--- src/rtl/smsw_pkg.sv ---
// Shared types, constants and helpers for the scope marker stack walker.
// Holds the stack entry, result and stack-control types and the result codes.
// Depends on nothing; every other file in rtl/ imports it.
package smsw_pkg;

	localparam int STACK_DEPTH_DEF = 16;
	localparam int ID_W = 30;
	localparam int KIND_W = 4;
	localparam int STAMP_W = 63;
	localparam int WORD_W = 32;
	localparam int CODE_W = 3;
	localparam int DEPTH_W = 4;
	localparam int MAX_RESULTS = 32;
	localparam int MAX_FLUSH_PAIRS = MAX_RESULTS / 2;
	localparam int PAIR_W = $clog2(MAX_FLUSH_PAIRS);

	localparam logic [KIND_W-1:0] KIND_UNKNOWN = 4'hF;

	localparam logic [CODE_W-1:0] RC_SPAN        = 3'd0;
	localparam logic [CODE_W-1:0] RC_ORPHAN_EXIT = 3'd1;
	localparam logic [CODE_W-1:0] RC_TRANS_EMPTY = 3'd2;
	localparam logic [CODE_W-1:0] RC_UNKNOWN_ID  = 3'd3;
	localparam logic [CODE_W-1:0] RC_OPEN_AT_END = 3'd4;
	localparam logic [CODE_W-1:0] RC_OVERFLOW    = 3'd5;

	typedef struct packed {
		logic [ID_W-1:0]    id;
		logic [KIND_W-1:0]  kind;
		logic [STAMP_W-1:0] start;
	} entry_t;

	typedef enum logic [1:0] {
		OP_HOLD,
		OP_PUSH,
		OP_POP,
		OP_REPL
	} stack_op_t;

	typedef struct packed {
		stack_op_t op;
		entry_t    ent;
	} stack_ctl_t;

	typedef enum logic [1:0] {
		ST_IDLE,
		ST_SECOND,
		ST_FLUSH
	} state_t;

	typedef struct packed {
		logic [CODE_W-1:0]  result_code;
		logic [STAMP_W-1:0] span_enter;
		logic [STAMP_W-1:0] span_exit;
		logic [ID_W-1:0]    span_id;
		logic [KIND_W-1:0]  span_kind;
		logic [DEPTH_W-1:0] span_depth;
		logic               point_flag;
		logic               open_flag;
		logic               last_flag;
	} result_t;

	function automatic result_t mk_res(
		input logic [CODE_W-1:0]  code,
		input logic [STAMP_W-1:0] t_in,
		input logic [STAMP_W-1:0] t_out,
		input logic [ID_W-1:0]    id,
		input logic [KIND_W-1:0]  kind,
		input logic [DEPTH_W-1:0] depth,
		input logic               point,
		input logic               open
	);
		result_t r;
		r.result_code = code;
		r.span_enter  = t_in;
		r.span_exit   = t_out;
		r.span_id     = id;
		r.span_kind   = kind;
		r.span_depth  = depth;
		r.point_flag  = point;
		r.open_flag   = open;
		r.last_flag   = 1'b0;
		return r;
	endfunction

endpackage

--- src/rtl/smsw_rec_if.sv ---
// Trace record channel: valid/ready handshake plus the record fields.
// Depends on smsw_pkg for field widths.
interface smsw_rec_if;
	import smsw_pkg::*;

	logic                valid;
	logic                ready;
	logic                req_type;
	logic [WORD_W-1:0]   marker_word;
	logic [STAMP_W-1:0]  stamp;
	logic                lookup_meta;
	logic                lookup_found;
	logic [KIND_W-1:0]   lookup_kind;

	modport source (
		output valid, req_type, marker_word, stamp, lookup_meta, lookup_found, lookup_kind,
		input  ready
	);
	modport sink (
		input  valid, req_type, marker_word, stamp, lookup_meta, lookup_found, lookup_kind,
		output ready
	);
endinterface

--- src/rtl/smsw_res_if.sv ---
// Result channel: valid/ready handshake plus the span and diagnostic fields.
// Depends on smsw_pkg for field widths.
interface smsw_res_if;
	import smsw_pkg::*;

	logic                valid;
	logic                ready;
	logic [CODE_W-1:0]   result_code;
	logic [STAMP_W-1:0]  span_enter;
	logic [STAMP_W-1:0]  span_exit;
	logic [ID_W-1:0]     span_id;
	logic [KIND_W-1:0]   span_kind;
	logic [DEPTH_W-1:0]  span_depth;
	logic                point_flag;
	logic                open_flag;
	logic                last_flag;

	modport source (
		output valid, result_code, span_enter, span_exit, span_id, span_kind, span_depth,
		       point_flag, open_flag, last_flag,
		input  ready
	);
	modport sink (
		input  valid, result_code, span_enter, span_exit, span_id, span_kind, span_depth,
		       point_flag, open_flag, last_flag,
		output ready
	);
endinterface

--- src/rtl/smsw_cell.sv ---
// One slot of the shift-register scope stack.
// Takes the entry from the slot above on push or replace and from the slot below on pop.
// Depends on smsw_pkg for entry_t and stack_ctl_t.
module smsw_cell (
	input  logic                clk,
	input  smsw_pkg::stack_ctl_t ctl,
	input  smsw_pkg::entry_t    above,
	input  smsw_pkg::entry_t    below,
	output smsw_pkg::entry_t    ent
);
	import smsw_pkg::*;

	entry_t ent_q;

	always_ff @(posedge clk) begin
		case (ctl.op)
			OP_PUSH, OP_REPL: ent_q <= above;
			OP_POP:           ent_q <= below;
			default:          ent_q <= ent_q;
		endcase
	end

	assign ent = ent_q;
endmodule

--- src/rtl/scope_marker_stack_walker.sv ---
// Top level of the scope marker stack walker: control, chain of stack cells,
// result register. Depends on smsw_pkg, smsw_rec_if, smsw_res_if, smsw_cell.
//
//   channel | dir | modport     | carries
//   rec     | in  | smsw_rec_if | trace record or end-of-trace flush request
//   res     | out | smsw_res_if | span, open span or diagnostic code
//
// A trace record leaves zero, one or two results; the second result waits in a
// pending register and loads the output register from the second state.
// A flush gives a span and an open-at-end code per open scope (results
// for at most 16 scopes), the output register taking one result per cycle
// while not stalled; the stack pops at cell 0.
// Reset clears the control state and the scope count; cell contents are
// don't-care until pushed. A stalled output holds the result and stops intake.
module scope_marker_stack_walker #(
	parameter int STACK_DEPTH = smsw_pkg::STACK_DEPTH_DEF
) (
	input  logic   clk,
	input  logic   arst_n,
	smsw_rec_if.sink   rec,
	smsw_res_if.source res
);
	import smsw_pkg::*;

	localparam int CW = $clog2(STACK_DEPTH + 1);

	state_t           state_q, state_d;
	logic [CW-1:0]    count_q, count_d;
	logic [PAIR_W-1:0] pairs_q, pairs_d;
	logic             phase_q, phase_d;
	logic             out_v_q;
	result_t          out_q;
	result_t          pend_q;

	entry_t           cell_ent [STACK_DEPTH];
	stack_ctl_t       ctl;
	entry_t           top;

	logic             free;
	logic             load;
	result_t          load_data;
	logic             pend_load;

	// record decode
	logic [ID_W-1:0]    id;
	logic               enter, exitp, found, meta, empty, full;
	logic [KIND_W-1:0]  pkind;
	logic [DEPTH_W-1:0] depth_now, depth_top, depth_inc;
	entry_t             new_ent;
	result_t            r1, r2, close_res;
	logic               r1v, r2v;
	stack_op_t          rec_op;
	logic [CW-1:0]      rec_count;
	result_t            fl_span, fl_end;
	logic               fl_last;

	assign top       = cell_ent[0];
	assign id        = rec.marker_word[WORD_W-1:2];
	assign enter     = rec.marker_word[1];
	assign exitp     = rec.marker_word[0];
	assign found     = rec.lookup_found;
	assign meta      = rec.lookup_meta | rec.lookup_found;
	assign pkind     = found ? rec.lookup_kind : KIND_UNKNOWN;
	assign empty     = (count_q == '0);
	assign full      = (count_q == CW'(STACK_DEPTH));
	assign depth_now = DEPTH_W'(count_q);
	assign depth_top = DEPTH_W'(count_q - CW'(1));
	assign depth_inc = DEPTH_W'(count_q + CW'(1));
	assign new_ent   = '{id: id, kind: pkind, start: rec.stamp};
	assign close_res = mk_res(RC_SPAN, top.start, rec.stamp, top.id, top.kind, depth_top,
		1'b0, 1'b0);

	always_comb begin
		r1        = '0;
		r2        = '0;
		r1v       = 1'b0;
		r2v       = 1'b0;
		rec_op    = OP_HOLD;
		rec_count = count_q;
		if (exitp && !enter) begin
			if (empty) begin
				if (meta) begin
					r1v = 1'b1;
					r1  = mk_res(RC_ORPHAN_EXIT, rec.stamp, rec.stamp, id, KIND_UNKNOWN,
						depth_now, 1'b0, 1'b0);
				end
			end else begin
				r1v       = 1'b1;
				r1        = close_res;
				rec_op    = OP_POP;
				rec_count = count_q - CW'(1);
			end
		end else if (exitp && enter) begin
			if (empty) begin
				if (meta) begin
					r1v       = 1'b1;
					r1        = mk_res(RC_TRANS_EMPTY, rec.stamp, rec.stamp, id, KIND_UNKNOWN,
						depth_now, 1'b0, 1'b0);
					rec_op    = OP_PUSH;
					rec_count = count_q + CW'(1);
					r2v       = !found;
					r2        = mk_res(RC_UNKNOWN_ID, rec.stamp, rec.stamp, id, KIND_UNKNOWN,
						depth_inc, 1'b0, 1'b0);
				end
			end else begin
				r1v = 1'b1;
				r1  = close_res;
				if (meta) begin
					rec_op = OP_REPL;
					r2v    = !found;
					r2     = mk_res(RC_UNKNOWN_ID, rec.stamp, rec.stamp, id, KIND_UNKNOWN,
						depth_now, 1'b0, 1'b0);
				end else begin
					rec_op    = OP_POP;
					rec_count = count_q - CW'(1);
				end
			end
		end else if (enter) begin
			if (meta) begin
				if (full) begin
					r1v = 1'b1;
					r1  = mk_res(RC_OVERFLOW, rec.stamp, rec.stamp, id, KIND_UNKNOWN,
						depth_now, 1'b0, 1'b0);
				end else begin
					rec_op    = OP_PUSH;
					rec_count = count_q + CW'(1);
					r1v       = !found;
					r1        = mk_res(RC_UNKNOWN_ID, rec.stamp, rec.stamp, id, KIND_UNKNOWN,
						depth_inc, 1'b0, 1'b0);
				end
			end
		end else begin
			if (meta) begin
				r1v = 1'b1;
				r1  = mk_res(RC_SPAN, rec.stamp, rec.stamp, id, pkind, depth_now, 1'b1, 1'b0);
				r2v = !found;
				r2  = mk_res(RC_UNKNOWN_ID, rec.stamp, rec.stamp, id, KIND_UNKNOWN,
					depth_now, 1'b0, 1'b0);
			end
		end
		r1.last_flag = !r2v;
		r2.last_flag = 1'b1;
	end

	// flush results
	assign fl_last = (count_q == CW'(1)) || (pairs_q == PAIR_W'(MAX_FLUSH_PAIRS - 1));
	always_comb begin
		fl_span = mk_res(RC_SPAN, top.start, '1, top.id, top.kind, depth_top, 1'b0, 1'b1);
		fl_end  = mk_res(RC_OPEN_AT_END, top.start, '1, top.id, top.kind, depth_top,
			1'b0, 1'b1);
		fl_end.last_flag = fl_last;
	end

	assign free = !out_v_q || res.ready;

	always_comb begin
		state_d   = state_q;
		count_d   = count_q;
		pairs_d   = pairs_q;
		phase_d   = phase_q;
		rec.ready = 1'b0;
		load      = 1'b0;
		load_data = r1;
		pend_load = 1'b0;
		ctl.op    = OP_HOLD;
		ctl.ent   = new_ent;
		unique case (state_q)
			ST_IDLE: begin
				rec.ready = free;
				if (rec.valid && free) begin
					if (rec.req_type) begin
						if (!empty) begin
							state_d = ST_FLUSH;
							pairs_d = '0;
							phase_d = 1'b0;
						end
					end else begin
						ctl.op    = rec_op;
						count_d   = rec_count;
						load      = r1v;
						load_data = r1;
						if (r2v) begin
							pend_load = 1'b1;
							state_d   = ST_SECOND;
						end
					end
				end
			end
			ST_SECOND: begin
				if (free) begin
					load      = 1'b1;
					load_data = pend_q;
					state_d   = ST_IDLE;
				end
			end
			ST_FLUSH: begin
				if (free) begin
					load = 1'b1;
					if (!phase_q) begin
						load_data = fl_span;
						phase_d   = 1'b1;
					end else begin
						load_data = fl_end;
						phase_d   = 1'b0;
						ctl.op    = OP_POP;
						count_d   = count_q - CW'(1);
						pairs_d   = pairs_q + PAIR_W'(1);
						if (fl_last) begin
							count_d = '0;
							state_d = ST_IDLE;
						end
					end
				end
			end
			default: state_d = ST_IDLE;
		endcase
	end

	always_ff @(posedge clk or negedge arst_n) begin
		if (!arst_n) begin
			state_q <= ST_IDLE;
			count_q <= '0;
			pairs_q <= '0;
			phase_q <= 1'b0;
			out_v_q <= 1'b0;
		end else begin
			state_q <= state_d;
			count_q <= count_d;
			pairs_q <= pairs_d;
			phase_q <= phase_d;
			if (load) begin
				out_v_q <= 1'b1;
			end else if (res.ready) begin
				out_v_q <= 1'b0;
			end
		end
	end

	always_ff @(posedge clk) begin
		if (load) begin
			out_q <= load_data;
		end
		if (pend_load) begin
			pend_q <= r2;
		end
	end

	// stack cells: cell 0 is the top of stack
	for (genvar i = 0; i < STACK_DEPTH; i++) begin : g_cell
		stack_ctl_t ctl_c;
		entry_t     above_c, below_c;
		if (i == 0) begin : g_top
			assign above_c = ctl.ent;
			assign ctl_c   = ctl;
		end else begin : g_mid
			assign above_c   = cell_ent[i-1];
			assign ctl_c.ent = ctl.ent;
			assign ctl_c.op  = (ctl.op == OP_REPL) ? OP_HOLD : ctl.op;
		end
		if (i == STACK_DEPTH - 1) begin : g_last
			assign below_c = cell_ent[i];
		end else begin : g_inner
			assign below_c = cell_ent[i+1];
		end
		smsw_cell u_cell (
			.clk   (clk),
			.ctl   (ctl_c),
			.above (above_c),
			.below (below_c),
			.ent   (cell_ent[i])
		);
	end

	assign res.valid       = out_v_q;
	assign res.result_code = out_q.result_code;
	assign res.span_enter  = out_q.span_enter;
	assign res.span_exit   = out_q.span_exit;
	assign res.span_id     = out_q.span_id;
	assign res.span_kind   = out_q.span_kind;
	assign res.span_depth  = out_q.span_depth;
	assign res.point_flag  = out_q.point_flag;
	assign res.open_flag   = out_q.open_flag;
	assign res.last_flag   = out_q.last_flag;
endmodule
--- src/flat_wrapper.sv ---
// flat-port wrapper written by rule: the top's interface ports become plain ports
module scope_marker_stack_walker_flat import smsw_pkg::*;
#(
	parameter int STACK_DEPTH = smsw_pkg::STACK_DEPTH_DEF
)
  (clk, arst_n, rec_valid, rec_req_type, rec_marker_word, rec_stamp, rec_lookup_meta, rec_lookup_found, rec_lookup_kind, rec_ready, res_valid, res_result_code, res_span_enter, res_span_exit, res_span_id, res_span_kind, res_span_depth, res_point_flag, res_open_flag, res_last_flag, res_ready);
  smsw_rec_if rec_i ();
  smsw_res_if res_i ();
  input  logic clk;
  input  logic arst_n;
  input wire logic [$bits(rec_i.valid)-1:0] rec_valid;
  input wire logic [$bits(rec_i.req_type)-1:0] rec_req_type;
  input wire logic [$bits(rec_i.marker_word)-1:0] rec_marker_word;
  input wire logic [$bits(rec_i.stamp)-1:0] rec_stamp;
  input wire logic [$bits(rec_i.lookup_meta)-1:0] rec_lookup_meta;
  input wire logic [$bits(rec_i.lookup_found)-1:0] rec_lookup_found;
  input wire logic [$bits(rec_i.lookup_kind)-1:0] rec_lookup_kind;
  output wire logic [$bits(rec_i.ready)-1:0] rec_ready;
  output wire logic [$bits(res_i.valid)-1:0] res_valid;
  output wire logic [$bits(res_i.result_code)-1:0] res_result_code;
  output wire logic [$bits(res_i.span_enter)-1:0] res_span_enter;
  output wire logic [$bits(res_i.span_exit)-1:0] res_span_exit;
  output wire logic [$bits(res_i.span_id)-1:0] res_span_id;
  output wire logic [$bits(res_i.span_kind)-1:0] res_span_kind;
  output wire logic [$bits(res_i.span_depth)-1:0] res_span_depth;
  output wire logic [$bits(res_i.point_flag)-1:0] res_point_flag;
  output wire logic [$bits(res_i.open_flag)-1:0] res_open_flag;
  output wire logic [$bits(res_i.last_flag)-1:0] res_last_flag;
  input wire logic [$bits(res_i.ready)-1:0] res_ready;
  assign rec_i.valid = rec_valid;
  assign rec_i.req_type = rec_req_type;
  assign rec_i.marker_word = rec_marker_word;
  assign rec_i.stamp = rec_stamp;
  assign rec_i.lookup_meta = rec_lookup_meta;
  assign rec_i.lookup_found = rec_lookup_found;
  assign rec_i.lookup_kind = rec_lookup_kind;
  assign rec_ready = rec_i.ready;
  assign res_valid = res_i.valid;
  assign res_result_code = res_i.result_code;
  assign res_span_enter = res_i.span_enter;
  assign res_span_exit = res_i.span_exit;
  assign res_span_id = res_i.span_id;
  assign res_span_kind = res_i.span_kind;
  assign res_span_depth = res_i.span_depth;
  assign res_point_flag = res_i.point_flag;
  assign res_open_flag = res_i.open_flag;
  assign res_last_flag = res_i.last_flag;
  assign res_i.ready = res_ready;
  scope_marker_stack_walker #(.STACK_DEPTH(STACK_DEPTH)) u_core (.clk(clk), .arst_n(arst_n), .rec(rec_i), .res(res_i));
endmodule
--- config.mk ---
export PLATFORM = sky130hd
export DESIGN_NAME = scope_marker_stack_walker_flat
export DESIGN_NICKNAME = d
export VERILOG_FILES = /design/src/rtl/smsw_pkg.sv /design/src/rtl/smsw_rec_if.sv /design/src/rtl/smsw_res_if.sv /design/src/rtl/smsw_cell.sv /design/src/rtl/scope_marker_stack_walker.sv /design/src/flat_wrapper.sv
export SDC_FILE = /design/constraint.sdc
export NUM_CORES = 2
export LEC_CHECK = 0
export ABC_AREA = 0
export BUFFER_PORTS_ARGS = -buffer_cell sky130_fd_sc_hd__buf_2
export CORE_MARGIN = 2
export CORE_UTILIZATION = 35
export CTS_BUF_LIST = sky130_fd_sc_hd__clkbuf_8
export CTS_CLUSTER_SIZE = 12
export DETAILED_ROUTE_END_ITERATION = 6
export HOLD_SLACK_MARGIN = 0.03
export PLACE_DENSITY_LB_ADDON = 0.05
export SYNTH_ARGS = -nofsm -noshare
export SYNTH_HDL_FRONTEND = slang
export SYNTH_SLANG_ARGS = --single-unit
--- constraint.sdc ---
create_clock -name clk -period 39.4 [get_ports clk]
set_input_delay 3.94 -clock clk [delete_from_list [all_inputs] [get_ports clk]]
set_output_delay 3.94 -clock clk [all_outputs]
set_load 0.02 [all_outputs]
Word level (Yosys, flattened, before mapping)
Cells that the tools add are included.
{"block": "totals", "ff_bits": 1904, "in_bits": 106, "out_inout_bits": 172, "wordCells": 231}
{"block": "classes", "add_sub_neg": 3, "eq_ne": 27, "mux": 108, "bitwise_logic": 1, "reduce_logical": 22}
{"op": "$pmux 97 s2", "count": 15}
{"op": "$mux 170", "count": 11}
{"op": "$mux 169", "count": 4}
{"op": "$pmux 170 s2", "count": 1}
{"op": "$mux 168", "count": 2}
{"op": "$mux 167", "count": 1}
{"op": "$mux 5", "count": 14}
{"op": "$mux 2", "count": 19}
{"op": "$mux 1", "count": 29}
{"op": "$mux 4", "count": 6}
{"op": "$reduce_and 11->1", "count": 1}
{"op": "$eq 2x2->1 const B", "count": 5}
{"op": "$ne 2x1->1 const B", "count": 5}
{"op": "$pmux 5 s2", "count": 1}
{"op": "$pmux 4 s2", "count": 1}
{"op": "$reduce_bool 2->1", "count": 4}
{"op": "$reduce_and 7->1", "count": 1}
{"op": "$eq 2x1->1 const B", "count": 3}
{"op": "$ne 2x2->1 const B", "count": 3}
{"op": "$ne 3x3->1 const B", "count": 2}
{"op": "$pmux 2 s3", "count": 1}
{"op": "$reduce_and 6->1", "count": 1}
{"op": "$reduce_or 2->1", "count": 3}
{"op": "$add 5x1->5 const B", "count": 1}
{"op": "other kinds (20)", "count": 27}

Longest topological paths before layout
{"block": "depth", "ltp_word": 14, "depth_mapped": 14, "mapped_depth_nobuf": 9}

Hierarchy
From an unflattened synthesis, not the netlist that was laid out.
{"block": "unflattened", "hier_cells": 4555, "hier_area_um2": 81481.9}
{"mod": "smsw_cell", "instances": 16, "cells_each": 207, "area_per_inst_um2": 4224.1, "seq_area_each_um2": 2912.8}
{"mod": "scope_marker_stack_walker", "instances": 1, "cells_each": 1243, "area_per_inst_um2": 13897.1, "seq_area_each_um2": 8373.0}

Least setup slack after synthesis
Ideal clock, no wire load.
{"block": "synth_timing", "path_kind": "input port to flip-flop", "startpoint": "in res_ready", "endpoint": "reg u_core.g_cell[10].u_cell.ent_q (netlist bit u_core.g_cell[10].u_cell.ent[0]) (enable)", "setup_ns": 1.695, "arrival_time_ns": 31.539, "t_required_ns": 37.705, "setup_slack_ns": 6.166, "cell_stages": 8, "n_path_buf": 2, "path_cell_list": "nor2b_1 clkbuf_1 nor2_1 clkbuf_1 nand2_1 o21ai_0 ha_1 inv_1"}
{"block": "synth_between", "elab_chain_cells": 9, "elab_cells_between_ends": 12, "classes_between": "eq/ne (4); mux (4); reduce/logical (4)"}
{"item": "start: declaration", "line_no": "flat_wrapper.sv:29", "text": "input wire logic [$bits(res_i.ready)-1:0] res_ready;"}
{"item": "$logic_or 1x1->1 (*)", "line_no": "scope_marker_stack_walker.sv:154", "text": "assign free = !out_v_q || res.ready;"}
{"item": "$logic_and 1x1->1", "line_no": "scope_marker_stack_walker.sv:170", "text": "if (rec.valid && free) begin"}
{"item": "$mux 2", "line_no": "scope_marker_stack_walker.sv:170"}
{"item": "$pmux 2 s2 (*)", "line_no": "scope_marker_stack_walker.sv:167", "text": "unique case (state_q)"}
{"item": "$eq 2x2->1", "line_no": "scope_marker_stack_walker.sv:258", "text": "assign ctl_c.op = (ctl.op == OP_REPL) ? OP_HOLD : ctl.op;"}
{"item": "$mux 2 (*)", "line_no": "scope_marker_stack_walker.sv:258"}
{"item": "$eq 2x1->1 / $eq 2x2->1 (equally long branches)", "line_no": "smsw_cell.sv:16", "text": "case (ctl.op)"}
{"item": "$reduce_or 2->1", "line_no": "smsw_cell.sv:16"}
{"item": "$reduce_bool 2->1 (no line) (*)"}
{"item": "end signal: assignment", "line_no": "smsw_cell.sv:17", "text": "OP_PUSH, OP_REPL: ent_q <= above;"}
{"item": "end signal: assignment", "line_no": "smsw_cell.sv:18", "text": "OP_POP: ent_q <= below;"}
{"item": "end signal: assignment", "line_no": "smsw_cell.sv:19", "text": "default: ent_q <= ent_q;"}
{"item": "end: declaration", "line_no": "smsw_cell.sv:13", "text": "entry_t ent_q;"}
Every way passes the cells marked *; elsewhere a longest branch is shown, timed or not.
A chain may end at the register's enable or synchronous reset.

Worst setup path in the final report
{"block": "layout_timing", "startpoint": "in res_ready", "endpoint": "reg u_core.g_cell[14].u_cell.ent_q (netlist bit u_core.g_cell[14].u_cell.ent[35]) (enable)"}
{"block": "layout_between", "elab_chain_cells": 9, "elab_cells_between_ends": 12, "classes_between": "eq/ne (4); mux (4); reduce/logical (4)"}
{"item": "$logic_or 1x1->1 (*)", "line_no": "scope_marker_stack_walker.sv:154"}
{"item": "$logic_and 1x1->1", "line_no": "scope_marker_stack_walker.sv:170"}
{"item": "$mux 2", "line_no": "scope_marker_stack_walker.sv:170"}
{"item": "$pmux 2 s2 (*)", "line_no": "scope_marker_stack_walker.sv:167"}
{"item": "$eq 2x2->1", "line_no": "scope_marker_stack_walker.sv:258"}
{"item": "$mux 2 (*)", "line_no": "scope_marker_stack_walker.sv:258"}
{"item": "$eq 2x1->1 / $eq 2x2->1 (equally long branches)", "line_no": "smsw_cell.sv:16"}
{"item": "$reduce_or 2->1", "line_no": "smsw_cell.sv:16"}
{"item": "$reduce_bool 2->1 (no line) (*)"}
{"item": "end signal: assignment", "line_no": "smsw_cell.sv:17"}
{"item": "end signal: assignment", "line_no": "smsw_cell.sv:18"}
{"item": "end signal: assignment", "line_no": "smsw_cell.sv:19"}
{"item": "end: declaration", "line_no": "smsw_cell.sv:13"}
Marks and branches as above.

==> results.cfg <==
[pwr]
ir_drop_mv = 0.08312
p_comb_share_pct = 28.8
p_seq_share_pct = 48.0
switching_share_pct = 32.32
p_clk_share_pct = 23.2
powerDensity_mw_per_mm2 = 80.67
total_power_mw = 7.139
p_int_mw = 4.831
p_leak_nw = 29.26
power_switching_mw = 2.307

[drt]
antenna_left = 0
vias = 40455
firstDrtPassIters = 5
wl_per_cell_um = 21.97
drtIter0Drc = 2631
routed_wl_um = 178800
drcViolationCount = 0
viasPerCell = 4.972

[worst_setup_path]
path_class = in -> reg
crit_path_end_kind = flip-flop
startpoint = res_ready
cp_max_fo = 176
worstPathArrival_ns = 11.05
r2r_start = u_core.count_q[0]
cp-start-kind = input port
cp.required_ns = 40.01

[synthesis]
synth_area_leaders = edfxtp_1, mux2_2, clkbuf_1, nand2_1, a221oi_1
synth_edf_count = 1820
synth_xor_area_share_pct = 0.06754
ys.flop_type = edfxtp_1
netlist_instances = 4506
synth-simple-area-share_pct = 3.043
yosysUniqueCellTypes = 65
async_flop_share_pct = 0.7092
ys_ff_latch = 1833
yosysMostFrequentCell = edfxtp_1
synth_top_family_by_area = multiplexers
synthMuxAreaShare_pct = 21.04
syn_area_mm2 = 0.07780
syn_area_per_cell_um2 = 17.27
yosys.area.top_type_share_pct = 70.24
ys.warnings.count = 0
synth_commonest_cells = edfxtp_1, mux2_2, clkbuf_1, nand2_1, a21oi_1
ys_seq_area_share_pct = 70.66
synth_compound_area_share_pct = 3.470
synth_fp_nets = 4625
synth_top_area_cell = edfxtp_1
synthAdderAreaFrac_pct = 0.2091

[hold_path]
hold_class = reg -> reg
worstHoldStart = u_core.g_cell[14].u_cell.ent[63]

[sta]
fin_skew_ns = 0.04369
fmax_mhz = 95.83
fin_crit_ns = 10.43
maxSlewViolCount = 0
tightest_slew_ns = 1.187
hold_violations = 0
grt_setup_unrepaired = no
setup_viol = 0
setup_tns_ns = 0
relSlewSlack_pct = 20.85
fin_crit_sh_pct = 26.48

[placement]
gp_congestion = 0.7205
dp_hpwl_um = 105400
io_buffers = 277
place_inst = 7538

[cts]
clockRootBuffer = clkbuf_8
h-tree-depth = 5
numCtsBuffers = 351
numClockSinks = 1833
cts_resized = 0
insertion_delay_ns = 1.03
cts_buffer_depth = 4
clk_pin_slew_ns = 0.06
tritoncts = built
cts_hold_buf = 0
post_cts_buffers = 0

[die]
initial_utilization_pct = 35.10
die_x_um = 475.5
die_area_mm2 = 0.2261
core_mm2 = 0.2217
ios = 278
placement_rows = 173
die_h_um = 475.5

[grt]
gr-total-overflow = 0
grt_usage_pct = 15.47
antenna_found_initial = 26
grt_start_max_net_pins = 190
grt_pass1_wl_um = 268500
grt_pass1_vias = 42331

[layout]
drive_gt1_share_pct = 42.98
multi_input_area_mm2 = 0.02179
fillers = 20584
final_cells = 8136
area_growth_pct = 13.74
regArea_mm2 = 0.05498
final_nets = 5035

[status]
status = completed

[flow_run]
cap_violations = 0
-- per-stage QoR --
stage                     cell area (um^2)  setup WS (ns)  util (%)  hold WS (ns)
after floorplan                      77800          6.166         -        0.4204
after global placement               82530          27.84     37.23        0.4229
after detailed placement             82530          27.79     37.23        0.4271
after CTS                            88490          28.94     39.92        0.4250
after global routing                 88490          28.39     39.92        0.4456
final                                88490          28.97     39.93        0.4352
-- power groups by stage --
| stage | sequential [mW] | clock [mW] | combinational [mW] |
|---|---|---|---|
| 6_report | 3.43 | 1.66 | 2.06 |
| 2_1_floorplan | 4.13 | 0 | 1.35 |
| 5_1_grt | 3.50 | 1.82 | 2.25 |
| 4_1_cts | 3.44 | 1.74 | 2.12 |
| 3_5_place_dp | 3.47 | 0 | 2.11 |
| 3_3_place_gp | 3.47 | 0 | 2.09 |
-- area by class of cell --
| type | instances | area share (%) |
|---|---|---|
| Clock buffer | 357 | 5.552 |
| Antenna cell | 3 | 0.008483 |
| Inverter | 19 | 0.09473 |
| Clock inverter | 238 | 1.185 |
| Multi-Input combinational cell | 2365 | 24.62 |
| Sequential cell | 1833 | 62.13 |
| Timing Repair Buffer | 346 | 2.208 |
| Tap cell | 2975 | 4.206 |
-- worst max-delay path, stage by stage --
cell	delay, ns
buf_2	0.11
nor2b_1	0.79
nor2_2	0.03
buf_4	0.27
nand2_1	0.13
o21ai_0	0.23
ha_4	0.36
inv_8	0.64
buf_12	0.68
buf_4	0.87
buf_4	0.76
buf_4	0.84
buf_4	0.88
-- per-layer routing --
| layer | part of all wire [%] | GRT usage, % | up-vias |
|---|---|---|---|
| li1 | - | - | 18551 |
| met4 | 2.5 | 5.259 | 32 |
| met1 | 45 | 20.66 | 20676 |
| met3 | 5.0 | 3.708 | 328 |
| met2 | 47 | 24.66 | 868 |
| met5 | 0.11 | 0 | - |
-- cell families after synthesis --
group,after synthesis
and+or+nand+nor,484
muxes,1454
buffers and inverters,308
DFF,1833
AOI/OAI and AO/OA,408
adders and majority gates,13
xor gates and xnor gates,6
-- final timing paths --
kind | end | slack (ns) | depth (start not counted)
min in group asynchronous | u_core.count_q[3] | 2.84 | 1
hold / removal | u_core.g_cell[15].u_cell.ent[63] | 0.44 | 0
setup / recovery | u_core.g_cell[14].u_cell.ent[35] | 28.97 | 13
max in group asynchronous | u_core.state_q[0] | 36.30 | 1
setup reg to reg | u_core.g_cell[14].u_cell.ent[35] | 30.90 | 12
hold reg to reg | u_core.g_cell[15].u_cell.ent[63] | 0.44 | 0
-- state kept, by name, indices dropped and copies added (netlist names) --
register / flops
u_core.g_cell.u_cell.ent: 1552
u_core.pend_q: 98
u_core.res.span_enter: 63
u_core.res.span_exit: 63
u_core.res.span_id: 30
u_core.count_q: 5
u_core.pairs_q: 4
u_core.res.span_depth: 4
u_core.res.span_kind: 4
u_core.res.result_code: 3
u_core.state_q: 2
u_core.phase_q: 1
u_core.res.last_flag: 1
u_core.res.open_flag: 1
u_core.res.point_flag: 1
u_core.res.valid: 1
-- placed cells by master (no fill, tap or decap), types with 19 or more instances in the layout --
cell type  count
edfxtp_1    1820
mux2_2      1449
clkbuf_8     357
buf_2        277
nand2_1      207
inv_1        138
a21oi_1      130
and2_1        97
clkinv_1      85
nand3_1       79
a31oi_1       78
a221oi_1      76
buf_4         65
o21ai_0       46
a22o_1        40
nor2_1        25
clkinv_2      22
and3_1        19
Power figures use the tool's default switching activity.
